`src/sv/uer_pkg.sv`:
```
// Shared types and constants for the ultrasonic echo ranger.
// Used by uer_seq, uer_dist and ultrasonic_echo_ranger; no dependencies.
package uer_pkg;

  // Measurement phases of the ranging sequencer.
  typedef enum logic [1:0] {
    PH_IDLE  = 2'd0,
    PH_TRIG  = 2'd1,
    PH_RISE  = 2'd2,
    PH_COUNT = 2'd3
  } phase_t;

  // Configuration register indexes.
  localparam int unsigned CFG_IDX_W = 1;
  typedef enum logic [CFG_IDX_W-1:0] {
    REG_TRIGGER_TICKS = 1'd0,
    REG_WAIT_LIMIT    = 1'd1
  } cfg_reg_t;

  localparam int unsigned CFG_DATA_W = 16;
  localparam int unsigned TICK_W     = 16;
  localparam int unsigned TRIG_W     = 8;

  localparam logic [TRIG_W-1:0] TRIGGER_TICKS_RST = 8'd25;
  localparam logic [TICK_W-1:0] WAIT_LIMIT_RST    = 16'd30000;

  // Distance = count * (340 / 2) / 10000, reduced to count * 17 / 1000.
  localparam int unsigned SPEED_HALF = 340 / 2;
  localparam int unsigned SCALE_DIV  = 10000;
  localparam int unsigned DIST_MUL   = SPEED_HALF / 10;
  localparam int unsigned DIST_DIV   = SCALE_DIV / 10;

  localparam int unsigned DIST_W   = 11;
  localparam int unsigned DIGIT_W  = 4;
  localparam int unsigned DIST_MAX = (1 << DIST_W) - 1;

  // Products at or above this value saturate the distance.
  localparam int unsigned DIST_SAT_PROD = (DIST_MAX + 1) * DIST_DIV;

  // floor(p / 1000) = (p * RECIP_DIV) >> RECIP_SHIFT for p < 2^21.
  localparam int unsigned RECIP_SHIFT = 31;
  localparam int unsigned RECIP_DIV   = 2147484;
  localparam int unsigned PROD_W      = 21;

  // Digit split: floor(d / 10) and floor(d / 100) by reciprocal for d < 2048.
  localparam int unsigned RECIP10     = 3277;
  localparam int unsigned RECIP10_SH  = 15;
  localparam int unsigned RECIP100    = 1311;
  localparam int unsigned RECIP100_SH = 17;

  // Per-tick status that travels along the result pipeline.
  typedef struct packed {
    logic trigger;
    logic busy;
    logic done;
    logic timed_out;
  } res_flags_t;

endpackage

```
`src/sv/ultrasonic_echo_ranger.sv`:
```
// Top level of the ultrasonic echo ranger: configuration registers,
// stream ports, sequencer and result pipeline. Depends on uer_pkg,
// uer_seq and uer_dist.
//
// Every input transaction is one microsecond tick and produces exactly one
// result transaction. The sequencer updates on the accepting edge, so a new
// tick can be taken every cycle while in_tready is high. The result leaves
// through a four-stage pipeline (count, scale multiply, reciprocal divide
// by 1000, digit split) whose last stage is the output register. in_tready
// falls only when that pipeline is full and out_tready is low. cfg_ready is
// always high; registers are meant to be written while the block is idle.
module ultrasonic_echo_ranger #(
  parameter int unsigned COUNT_BITS = 16
) (
  input  logic                               clk,
  input  logic                               rst_n,
  // in_tdata: [0] start_req, [1] echo, [7:2] zero.
  input  logic                               in_tvalid,
  output logic                               in_tready,
  input  logic [7:0]                         in_tdata,
  // out_tdata: [0] trigger, [1] busy_res, [2] done_res, [3] timed_out,
  // [14:4] distance_cm, [18:15] digit_meters, [22:19] digit_decimeters,
  // [26:23] digit_centimeters, [31:27] zero.
  output logic                               out_tvalid,
  input  logic                               out_tready,
  output logic [31:0]                        out_tdata,
  input  logic                               cfg_valid,
  output logic                               cfg_ready,
  input  logic [uer_pkg::CFG_IDX_W-1:0]      cfg_index,
  input  logic [uer_pkg::CFG_DATA_W-1:0]     cfg_data
);
  import uer_pkg::*;

  logic [TRIG_W-1:0] trig_ticks_r;
  logic [TICK_W-1:0] wait_limit_r;

  assign cfg_ready = 1'b1;

  always_ff @(posedge clk) begin
    if (!rst_n) begin
      trig_ticks_r <= TRIGGER_TICKS_RST;
      wait_limit_r <= WAIT_LIMIT_RST;
    end else if (cfg_valid && cfg_ready) begin
      unique case (cfg_reg_t'(cfg_index))
        REG_TRIGGER_TICKS: trig_ticks_r <= cfg_data[TRIG_W-1:0];
        REG_WAIT_LIMIT:    wait_limit_r <= cfg_data[TICK_W-1:0];
      endcase
    end
  end

  logic                  tick;
  res_flags_t            seq_flags;
  logic [COUNT_BITS-1:0] seq_count;

  assign tick = in_tvalid && in_tready;

  uer_seq #(
    .COUNT_BITS(COUNT_BITS)
  ) u_seq (
    .clk          (clk),
    .rst_n        (rst_n),
    .tick         (tick),
    .start_req    (in_tdata[0]),
    .echo         (in_tdata[1]),
    .trigger_ticks(trig_ticks_r),
    .wait_limit   (wait_limit_r),
    .flags        (seq_flags),
    .count        (seq_count)
  );

  res_flags_t         res_flags;
  logic [DIST_W-1:0]  res_dist;
  logic [DIGIT_W-1:0] res_m, res_dm, res_cm;

  uer_dist #(
    .COUNT_BITS(COUNT_BITS)
  ) u_dist (
    .clk            (clk),
    .rst_n          (rst_n),
    .in_valid       (in_tvalid),
    .in_ready       (in_tready),
    .in_flags       (seq_flags),
    .in_count       (seq_count),
    .out_valid      (out_tvalid),
    .out_ready      (out_tready),
    .out_flags      (res_flags),
    .out_dist       (res_dist),
    .out_meters     (res_m),
    .out_decimeters (res_dm),
    .out_centimeters(res_cm)
  );

  assign out_tdata = {5'd0, res_cm, res_dm, res_m, res_dist,
                      res_flags.timed_out, res_flags.done,
                      res_flags.busy, res_flags.trigger};

endmodule

```
`src/sv/uer_seq.sv`:
```
// Ranging sequencer: trigger pulse, echo rise wait and echo high count.
// Depends on uer_pkg; advances one tick per accepted input transaction.
module uer_seq #(
  parameter int unsigned COUNT_BITS = 16
) (
  input  logic                           clk,
  input  logic                           rst_n,
  input  logic                           tick,
  input  logic                           start_req,
  input  logic                           echo,
  input  logic [uer_pkg::TRIG_W-1:0]     trigger_ticks,
  input  logic [uer_pkg::TICK_W-1:0]     wait_limit,
  output uer_pkg::res_flags_t            flags,
  output logic [COUNT_BITS-1:0]          count
);
  import uer_pkg::*;

  phase_t              phase_r, phase_nxt;
  logic [TICK_W-1:0]   ticks_r, ticks_nxt;
  logic [COUNT_BITS-1:0] cnt_r, cnt_nxt;
  logic                tseen_r, tseen_nxt;
  logic [TICK_W-1:0]   ticks_inc;
  logic                done;

  assign ticks_inc = ticks_r + TICK_W'(1);

  always_comb begin
    phase_nxt = phase_r;
    ticks_nxt = ticks_r;
    cnt_nxt   = cnt_r;
    tseen_nxt = tseen_r;
    done      = 1'b0;
    unique case (phase_r)
      PH_IDLE: begin
        if (start_req) begin
          phase_nxt = PH_TRIG;
          ticks_nxt = '0;
          cnt_nxt   = '0;
          tseen_nxt = 1'b0;
        end
      end
      PH_TRIG: begin
        ticks_nxt = ticks_inc;
        if (ticks_inc >= TICK_W'(trigger_ticks)) begin
          phase_nxt = PH_RISE;
          ticks_nxt = '0;
        end
      end
      PH_RISE: begin
        if (echo) begin
          phase_nxt = PH_COUNT;
          ticks_nxt = '0;
          cnt_nxt   = '0;
        end else begin
          ticks_nxt = ticks_inc;
          if (ticks_inc >= wait_limit) begin
            tseen_nxt = 1'b1;
            phase_nxt = PH_COUNT;
            ticks_nxt = '0;
            cnt_nxt   = '0;
          end
        end
      end
      PH_COUNT: begin
        if (echo) begin
          // The count saturates at all ones.
          if (cnt_r != {COUNT_BITS{1'b1}}) begin
            cnt_nxt = cnt_r + COUNT_BITS'(1);
          end
          ticks_nxt = ticks_inc;
          if (ticks_inc >= wait_limit) begin
            tseen_nxt = 1'b1;
            done      = 1'b1;
          end
        end else begin
          done = 1'b1;
        end
        if (done) begin
          phase_nxt = PH_IDLE;
          ticks_nxt = '0;
        end
      end
    endcase
  end

  always_ff @(posedge clk) begin
    if (!rst_n) begin
      phase_r <= PH_IDLE;
      ticks_r <= '0;
      cnt_r   <= '0;
      tseen_r <= 1'b0;
    end else if (tick) begin
      phase_r <= phase_nxt;
      ticks_r <= ticks_nxt;
      cnt_r   <= cnt_nxt;
      tseen_r <= tseen_nxt;
    end
  end

  assign flags.trigger   = (phase_nxt == PH_TRIG);
  assign flags.busy      = (phase_nxt != PH_IDLE);
  assign flags.done      = done;
  assign flags.timed_out = done & tseen_nxt;
  // Zero count on non-completing ticks gives zero distance and digits.
  assign count = done ? cnt_nxt : '0;

endmodule

```
`src/sv/uer_dist.sv`:
```
// Result pipeline: count register, scale multiply, divide by reciprocal,
// decimal digit split and output register. Depends on uer_pkg.
module uer_dist #(
  parameter int unsigned COUNT_BITS = 16
) (
  input  logic                             clk,
  input  logic                             rst_n,
  input  logic                             in_valid,
  output logic                             in_ready,
  input  uer_pkg::res_flags_t              in_flags,
  input  logic [COUNT_BITS-1:0]            in_count,
  output logic                             out_valid,
  input  logic                             out_ready,
  output uer_pkg::res_flags_t              out_flags,
  output logic [uer_pkg::DIST_W-1:0]       out_dist,
  output logic [uer_pkg::DIGIT_W-1:0]      out_meters,
  output logic [uer_pkg::DIGIT_W-1:0]      out_decimeters,
  output logic [uer_pkg::DIGIT_W-1:0]      out_centimeters
);
  import uer_pkg::*;

  localparam int unsigned PW = COUNT_BITS + 5;
  localparam int unsigned CW = (PW > PROD_W + 1) ? PW : PROD_W + 1;
  localparam int unsigned RW = PROD_W + 22;

  // Stage valids and per-stage advance.
  logic v1_r, v2_r, v3_r, v4_r;
  logic go1, go2, go3, go4;

  res_flags_t            f1_r, f2_r, f3_r, f4_r;
  logic [COUNT_BITS-1:0] cnt1_r;
  logic [PW-1:0]         prod2_r;
  logic [DIST_W-1:0]     dist3_r, dist4_r;
  logic [DIGIT_W-1:0]    dm4_r, dd4_r, dc4_r;

  assign go4      = !v4_r || out_ready;
  assign go3      = !v3_r || go4;
  assign go2      = !v2_r || go3;
  assign go1      = !v1_r || go2;
  assign in_ready = go1;

  always_ff @(posedge clk) begin
    if (!rst_n) begin
      v1_r <= 1'b0;
      v2_r <= 1'b0;
      v3_r <= 1'b0;
      v4_r <= 1'b0;
    end else begin
      if (go1) v1_r <= in_valid;
      if (go2) v2_r <= v1_r;
      if (go3) v3_r <= v2_r;
      if (go4) v4_r <= v3_r;
    end
  end

  // Stage 2 input: count * 17.
  logic [PW-1:0] prod_nxt;
  assign prod_nxt = (PW'(cnt1_r) << 4) + PW'(cnt1_r);

  // Stage 3 input: saturate or divide by 1000 through the reciprocal.
  logic [CW-1:0]     prod_ext;
  logic              sat;
  logic [RW-1:0]     recip_prod;
  logic [DIST_W-1:0] dist_nxt;

  assign prod_ext   = CW'(prod2_r);
  assign sat        = prod_ext >= CW'(DIST_SAT_PROD);
  assign recip_prod = RW'(prod_ext[PROD_W-1:0]) * RW'(RECIP_DIV);
  assign dist_nxt   = sat ? DIST_W'(DIST_MAX)
                          : recip_prod[RECIP_SHIFT +: DIST_W];

  // Stage 4 input: decimal digits of the distance.
  logic [DIST_W+12-1:0] m10;
  logic [DIST_W+11-1:0] m100;
  logic [7:0]           q10;
  logic [4:0]           q100;
  logic [DIGIT_W-1:0]   dm_nxt, dd_nxt, dc_nxt;
  logic [7:0]           tens_full;
  logic [DIST_W-1:0]    units_full;

  assign m10        = (DIST_W + 12)'(dist3_r) * (DIST_W + 12)'(RECIP10);
  assign m100       = (DIST_W + 11)'(dist3_r) * (DIST_W + 11)'(RECIP100);
  assign q10        = m10[RECIP10_SH +: 8];
  assign q100       = m100[RECIP100_SH +: 5];
  assign tens_full  = q10 - (8'(q100) * 8'd10);
  assign units_full = dist3_r - DIST_W'(11'(q10) * 11'd10);
  assign dd_nxt     = tens_full[DIGIT_W-1:0];
  assign dc_nxt     = units_full[DIGIT_W-1:0];

  always_comb begin
    if (q100 >= 5'd20) begin
      dm_nxt = DIGIT_W'(q100 - 5'd20);
    end else if (q100 >= 5'd10) begin
      dm_nxt = DIGIT_W'(q100 - 5'd10);
    end else begin
      dm_nxt = DIGIT_W'(q100);
    end
  end

  always_ff @(posedge clk) begin
    if (go1) begin
      f1_r   <= in_flags;
      cnt1_r <= in_count;
    end
    if (go2) begin
      f2_r    <= f1_r;
      prod2_r <= prod_nxt;
    end
    if (go3) begin
      f3_r    <= f2_r;
      dist3_r <= dist_nxt;
    end
    if (go4) begin
      f4_r    <= f3_r;
      dist4_r <= dist3_r;
      dm4_r   <= dm_nxt;
      dd4_r   <= dd_nxt;
      dc4_r   <= dc_nxt;
    end
  end

  assign out_valid       = v4_r;
  assign out_flags       = f4_r;
  assign out_dist        = dist4_r;
  assign out_meters      = dm4_r;
  assign out_decimeters  = dd4_r;
  assign out_centimeters = dc4_r;

endmodule

```
`config.mk`:
```
export PLATFORM = sky130hd
export DESIGN_NAME = ultrasonic_echo_ranger
export DESIGN_NICKNAME = d
export VERILOG_FILES = /design/src/sv/uer_pkg.sv /design/src/sv/ultrasonic_echo_ranger.sv /design/src/sv/uer_seq.sv /design/src/sv/uer_dist.sv
export SDC_FILE = /design/constraint.sdc
export NUM_CORES = 1
export LEC_CHECK = 0
export ABC_CLOCK_PERIOD_IN_PS = 14100
export BUFFER_PORTS_ARGS = -buffer_cell sky130_fd_sc_hd__buf_4
export CORE_UTILIZATION = 60
export CTS_BUF_LIST = sky130_fd_sc_hd__clkbuf_4 sky130_fd_sc_hd__clkbuf_8 sky130_fd_sc_hd__clkbuf_16
export DETAILED_ROUTE_END_ITERATION = 6
export HOLD_SLACK_MARGIN = 0.05
export PLACE_DENSITY = 0.89
export SLEW_MARGIN = 10
export SYNTH_ARGS = -nofsm -noshare
export SYNTH_HDL_FRONTEND = slang
export SYNTH_SLANG_ARGS = --single-unit
```
`constraint.sdc`:
```
create_clock -name clk -period 14.1 [get_ports clk]
set_input_delay 1.41 -clock clk [delete_from_list [all_inputs] [get_ports clk]]
set_output_delay 1.41 -clock clk [all_outputs]
set_load 0.01 [all_outputs]
```
==> key figures, run 1 <==
Placement
  • Number of port buffers: 52
  • Gpl congestion: around 1.0
  • Post-DP HPWL: 30.3 mm

Clock tree
  • Quantity of hold-fixing buffers added after cts: 0
  • Clock Latency Late Sink: 0.42 ns
  • TritonCTS clock tree: built
  • Clock root cell: clkbuf_16
  • # resized after CTS: 0
  • CTS sink cnt: 149
  • Reg clk slew, reported paths: 0.07 ns
  • Postcts setup bufs: 0
  • H-tree depth: 4
  • Clk buf depth: 2
  • CTS buffer count: 17

Yosys
  • Register area share after synthesis: 0.223
  • Ys flop type: edfxtp_1
  • Ys async rst share: 0
  • Syn Inst Count: roughly 1,800
  • Ranking of synthesized cells by area: ha_1 25%, fa_1 19%, edfxtp_1 15%, inv_1 8.6%, dfxtp_1 7.3%
  • Yosys reg bits: 149
  • Yosys warning total: 0
  • Synth Area per Inst: between 9 and 10 sq um
  • Synth top area share: 0.254
  • Yosys cell types: 71
  • Largest area contributor in the netlist: ha_1
  • Post-Syn Area: 17,200 sq um
  • Post-synth EDFFs: 86

Timing
  • Clock Skews: 0.0133 ns
  • Maximum clock frequency: between 0.1 and 0.15 GHz
  • Slew @ Worst Pin: about 1.2 ns
  • Unrepaired setup endpoints after global routing: no
  • Final Max Tran Viols: 0
  • Final setup violation count: 0
  • Final Cycle Share: 0.527
  • Slew HR: 0.185
  • Post-route setup TNS: 0 ns
  • Tmin final: 7.43 ns
  • Final hold violations: 0

Cells and area
  • Fraction of layout cells with a size suffix above 1: 0.0564
  • Commonest non-fill, non-tap cell in the layout: inv_1
  • Layout fillers: 2,054
  • Area Growth Syn to Fin: 7.36%
  • Most frequent cells in the layout: 397 x inv_1, 350 x ha_1, 161 x fa_1
  • Post-layout nets: around 2,400
  • Antenna diode count: 0
  • Post-layout util: 0.661

Status
  • Status: finished, final reports clean

Global route
  • First-pass GRT wire length: roughly 64 mm
  • GRT busiest layer: met2
  • Met2 Resource Use GR: 0.498
  • Initial antenna violation count: 1
  • GRT Overall Usage: 0.279
  • Global route overflow: 0
  • M3 GR Usage: 0.0416
  • Vias in the first global route: roughly 14,000
  • Largest net degree at the start of global routing: 75
  • GR Util met1: 0.336

Route
  • Via count: 12,770
  • Routed Antenna Nets: 0
  • DRT Pass-1 Iters: 6
  • DRC: 0
  • 1st-iter DRT viols: ~900
  • Routed length per placed instance: 17.5 um
  • Total wire length: between 30 and 40 mm
  • Vias per cell: 5.79

Critical path
  • Req. time, crit path: between 10 and 15 ns
  • Max FO, Critical Path: 7
  • Crit path launch: u_dist.prod2_r[3]$_DFFE_PP_
  • Type of origin of the critical path: register
  • Critical path arrival: approximately 7.6 ns
  • CP endpoint kind: register
  • Worst R2R Start: u_dist.prod2_r[3]$_DFFE_PP_
  • Worst setup path category: register to register

Pwr
  • Leak Pwr: 10.2 nW
  • Flop pwr share: 0.485
  • Maximum VDD drop: 0.0000767 V
  • Total chip power: ~0.00097 W
  • Part of the power in the clock network: 0.452
  • Comb power frac: 0.062
  • Cell internal pwr: 0.000733 W
  • Switching Fraction: 0.247
  • Sw Pwr: between 0.0002 and 0.00025 W
  • PD cells: 52.6 nW/um^2

Floorplan
  • Starting density of the core: 0.616
  • Io pins: 65
  • Die width: 172 um
  • Die area: approximately 29,000 sq um
  • Core area: between 20,000 and 30,000 sq um
  • Chip height: approximately 170 um
  • Placement Rows: 61

Worst hold path
  • Hold Startpoint: u_dist.f2_r[0]$_DFFE_PP_
  • Worst hold path type: register to register

Run
  • Max-cap violations: 0
## stage by stage
stage               instance area (sq um)  cells  hold WS, ns  worst slack (ns)
finish                              18500   2204        0.423              6.67
global route                        18500   2204        0.423              6.58
CTS                                 18500   2204        0.426              6.81
detailed placement                  18000   2172        0.405              7.02
global placement                    18000   2172        0.406              7.18
floorplan                           17300   1780        0.400              8.06
## state kept, by name, indices dropped and copies added, names as in the netlist, 2 cells and up
signal	cells
u_dist.f3_r	4
u_dist.out_flags	4
u_seq.cnt_r	16
u_dist.out_dist	10
wait_limit_r	16
u_dist.out_decimeters	4
u_dist.cnt1_r	16
u_seq.phase_r	2
u_dist.prod2_r	21
u_dist.f1_r	4
trig_ticks_r	8
u_dist.out_centimeters	4
u_seq.ticks_r	16
u_dist.dist3_r	11
u_dist.out_meters	4
u_dist.f2_r	4
## final timing paths
kind                                     endpoint  slack (ns)  cells past startpoint
setup / recovery  u_dist.dist3_r[9]$_SDFFCE_PP1P_        6.67                     21
setup reg to reg  u_dist.dist3_r[9]$_SDFFCE_PP1P_        6.67                     21
hold reg to reg          u_dist.f3_r[0]$_DFFE_PP_        0.42                      0
hold / removal           u_dist.f3_r[0]$_DFFE_PP_        0.42                      0
## synthesized netlist by cell type (3+ instances only)
master     instances
xnor2_1           39
nand2_1          116
and3_1            17
edfxtp_1          86
o211ai_1          13
clkbuf_1          28
a22oi_1            5
nor2b_1           18
nor3_1            25
buf_1              3
dfxtp_1           63
o21a_1            17
a21o_1            30
a21oi_1           52
nand4b_1           4
nor3b_1            3
buf_4              8
or2_2              3
and2_1             7
o21ai_0           54
o31ai_1            8
a211o_1            4
a211oi_1          10
a41oi_1            5
nand3b_1           3
a31oi_1           21
fa_1             161
nand3_1           32
xor2_1            17
inv_1            397
nand2b_1          11
a21boi_0          23
and4_1             5
nand4_1           19
nor2_1            55
a2111oi_0          3
mux2i_1            5
a32oi_1            8
ha_1             350
## layer usage
metal,vias to the layer above,share of wire
met2,477,0.50
met3,111,0.060
met1,6185,0.41
li1,5997,-
met5,-,0
met4,0,0.031
## power by group through the flow
stage,clock network [W],registers (W),logic [W]
4_1_cts,0.000446,0.000472,0.0000605
6_report,0.000440,0.000472,0.0000608
5_1_grt,0.000464,0.000473,0.0000676
3_3_place_gp,0,0.000481,0.0000581
2_1_floorplan,0,0.000480,0.0000433
3_5_place_dp,0,0.000482,0.0000601
## worst max-delay path: stages (launching register included)
cell and delay, ns:
edfxtp_1 0.63, inv_1 0.09, ha_1 0.29, ha_1 0.18, inv_1 0.07, fa_1 0.44
fa_1 0.49, inv_1 0.05, fa_1 0.49, fa_1 0.56, inv_1 0.06, fa_1 0.49
inv_1 0.05, ha_1 0.34, a211o_1 0.27, a21oi_1 0.20, nor4bb_1 0.70, o31ai_1 0.33
o41ai_1 0.86, o21ai_0 0.30, xnor2_1 0.20, nand2_1 0.07
## kinds of logic (layout without fill, tap and decap cells)
kind of cell	Yosys count	in the layout	share of synthesized area
compound gates	279	279	0.110
buf+inv	440	486	0.0985
flops	149	149	0.223
other cells	2	6	0.000435
fa+ha+maj	511	511	0.441
xor+xnor	56	56	0.0284
mux	7	7	0.00421
simple gates	332	332	0.0951
## area by class of cell
type / count / area (sq um) / share of cell area
multi-input cells: 1191 / 11700 / 0.633
flip-flops and latches: 149 / 3840 / 0.208
inverters: 397 / 1490 / 0.0805
well taps: 378 / 473 / 0.0255
clock buffers: 20 / 465 / 0.0251
repair buffers: 57 / 428 / 0.0231
clock inverters: 12 / 93.8 / 0.00507
(Power assumes the default switching activity.)
==> run 2, diff against run 1 <==
ABC_CLOCK_PERIOD_IN_PS = 7400   (was 14100)
clock period = 7.4 ns   (was 14.1 ns; I/O delays follow)
==> key figures, run 2 (synthesis results as in run 1) <==
Status
  • Status: finished, final reports clean (unchanged)

Cells and area
  • Most frequent cells in the layout: 397 x inv_1, 350 x ha_1, 161 x fa_1 (unchanged)
  • Max reg flops: 21 (unchanged)
  • Register with the most flip-flops: u_dist.prod2_r (unchanged)
  • Antenna diode count: 0 (unchanged)
  • Fraction of layout cells with a size suffix above 1: 0.0595 (was 0.0564)
  • Commonest non-fill, non-tap cell in the layout: inv_1 (unchanged)
  • Design Area, Final: 18,600 sq um (was 18,500 sq um)
  • Post-layout nets: 2,360 (was 2,354)
  • Area Growth Syn to Fin: 7.91% (was 7.36%)

Placement
  • Number of port buffers: 52 (unchanged)
  • Placed cell areas: 18,000 sq um (about the same)
  • Post-DP HPWL: 30.9 mm (was 30.3 mm)
  • Pre-CTS WS: 0.524 ns (was 7.02 ns)
  • Gpl congestion: 0.938 (was 1.00)

Critical path
  • Critical path arrival: 7.05 ns (was 7.56 ns)
  • FF-to-FF setup slack: 0.48 ns (was 6.67 ns)
  • Max FO, Critical Path: 6 (was 7)
  • Type of origin of the critical path: register (unchanged)
  • Worst setup path category: register to register (unchanged)
  • Req. time, crit path: 7.53 ns (was 14.22 ns)
  • CP endpoint kind: register (unchanged)

Clock tree
  • Quantity of hold-fixing buffers added after cts: 0 (unchanged)
  • Clock Latency Late Sink: 0.45 ns (was 0.42 ns)
  • # resized after CTS: 0 (unchanged)
  • CTS buffer count: 17 (unchanged)
  • CTS sink cnt: 149 (unchanged)
  • Reg clk slew, reported paths: 0.08 ns (was 0.07 ns)
  • Clk buf depth: 2 (unchanged)
  • H-tree depth: 4 (unchanged)
  • Postcts setup bufs: 0 (unchanged)
  • Clock root cell: clkbuf_16 (unchanged)
  • TritonCTS clock tree: built (unchanged)

Pwr
  • PD cells: 103 nW/um^2 (was 52.6 nW/um^2)
  • Leak Pwr: 10.3 nW (was 10.2 nW)
  • Maximum VDD drop: 0.000129 V (was 0.0000767 V)
  • Total chip power: 0.00192 W (was 0.000974 W)

Global route
  • Global route overflow: 0 (unchanged)
  • GRT Overall Usage: 0.288 (was 0.279)
  • Vias in the first global route: 13,749 (was 13,545)
  • First-pass GRT wire length: 65.6 mm (was 64.3 mm)
  • Largest net degree at the start of global routing: 75 (unchanged)
  • Initial antenna violation count: 1 (unchanged)

Timing
  • Slew @ Worst Pin: 1.20 ns (was 1.22 ns)
  • Final Max Tran Viols: 0 (unchanged)
  • Final Cycle Share: 0.935 (was 0.527)
  • Fin worst setup slack: 0.480 ns (was 6.67 ns)
  • Unrepaired setup endpoints after global routing: no (unchanged)
  • Final hold violations: 0 (unchanged)
  • Post-route setup TNS: 0 ns (unchanged)
  • Maximum clock frequency: 0.145 GHz (was 0.135 GHz)
  • Hold WS: 0.425 ns (was 0.423 ns)
  • Slew HR: 0.196 (was 0.185)
  • Final setup violation count: 0 (unchanged)
  • Clock Skews: 0.0221 ns (was 0.0133 ns)
  • Tmin final: 6.92 ns (was 7.43 ns)

Run
  • Max-cap violations: 0 (unchanged)

Route
  • Routed wl met2: 19.7 mm (was 19.3 mm)
  • Vias per cell: 5.81 (was 5.79)
  • Via count: 12,847 (was 12,770)
  • 1st-iter DRT viols: 728 (was 909)
  • Met3 wire length: 2.71 mm (was 2.33 mm)
  • Routed length per placed instance: 17.9 um (was 17.5 um)
  • Routed Antenna Nets: 0 (unchanged)
  • Total wire length: 39.5 mm (was 38.6 mm)
  • Top Metal Used: met5 (was met4)
  • Wl on met1: 15.5 mm (was 15.8 mm)
  • DRC: 0 (unchanged)
  • DRT Pass-1 Iters: 5 (was 6)

Worst hold path
  • Worst hold path type: register to register (unchanged)

Floorplan
  • Placement Rows: 61 (unchanged)
  • Io pins: 65 (unchanged)
  • Die width: 172 um (unchanged)
  • Starting density of the core: 0.616 (unchanged)
  • Chip height: 172 um (unchanged)
  • Core area: 28,000 sq um (unchanged)
  • Die area: 29,400 sq um (unchanged)
run 2: cell count changes in the layout (fill, tap and decap cells not counted), sizes merged:
cell / before / now
buf: 57 / 63
clkbuf: 20 / 17
clkinv: 5 / 7
clkinvlp: 1 / 2
run 2: final timing paths:
kind | cells after the start | startpoint | end
max | 22 | u_dist.prod2_r[6]$_DFFE_PP_ | u_dist.dist3_r[9]$_SDFFCE_PP1P_
min | 0 | u_dist.f1_r[2]$_DFFE_PN_ | u_dist.f2_r[2]$_DFFE_PP_
max reg2reg | 22 | u_dist.prod2_r[6]$_DFFE_PP_ | u_dist.dist3_r[9]$_SDFFCE_PP1P_
min reg2reg | 0 | u_dist.f1_r[2]$_DFFE_PN_ | u_dist.f2_r[2]$_DFFE_PP_
run 2: worst max-delay path, cell delays in order (launching register included):
cell,delay (ns)
edfxtp_1,0.55
inv_1,0.16
ha_1,0.32
ha_1,0.25
fa_1,0.56
inv_1,0.06
fa_1,0.48
inv_1,0.06
fa_1,0.50
fa_1,0.55
inv_1,0.05
fa_1,0.51
inv_1,0.04
ha_1,0.34
o21ai_0,0.21
o21bai_1,0.08
a221oi_1,0.37
o22a_1,0.20
o31ai_1,0.14
o41ai_1,0.65
o21ai_0,0.26
xnor2_1,0.21
nand2_1,0.07
run 2: final cells by class:
cell class	count	area (sq um)
Fill cell	1977	9400
Timing Repair Buffer	63	473
Sequential cell	149	3840
Tap cell	378	473
Inverter	397	1490
Clock buffer	17	425
Multi-Input combinational cell	1191	11700
Clock inverter	15	184
run 2: power breakdown:
group	switching [W]	internal (W)	total, W
sequential	0.0000130	0.000886	0.000900
clock	0.000442	0.000458	0.000900
combinational	0.0000703	0.0000470	0.000117
run 2: metrics by stage:
step	std cells	util
3_5_place_dp	2178	0.643
3_3_place_gp	2178	0.643
4_1_cts	2210	0.664
2_1_floorplan	1780	-
5_1_grt	2210	0.664
6_report	2210	0.664
run 2: metal layers:
| metal | GRT usage | vias to the layer above |
|---|---|---|
| met3 | 0.0511 | 127 |
| met5 | 0 | - |
| met2 | 0.508 | 541 |
| li1 | - | 6013 |
| met4 | 0.135 | 2 |
| met1 | 0.337 | 6164 |
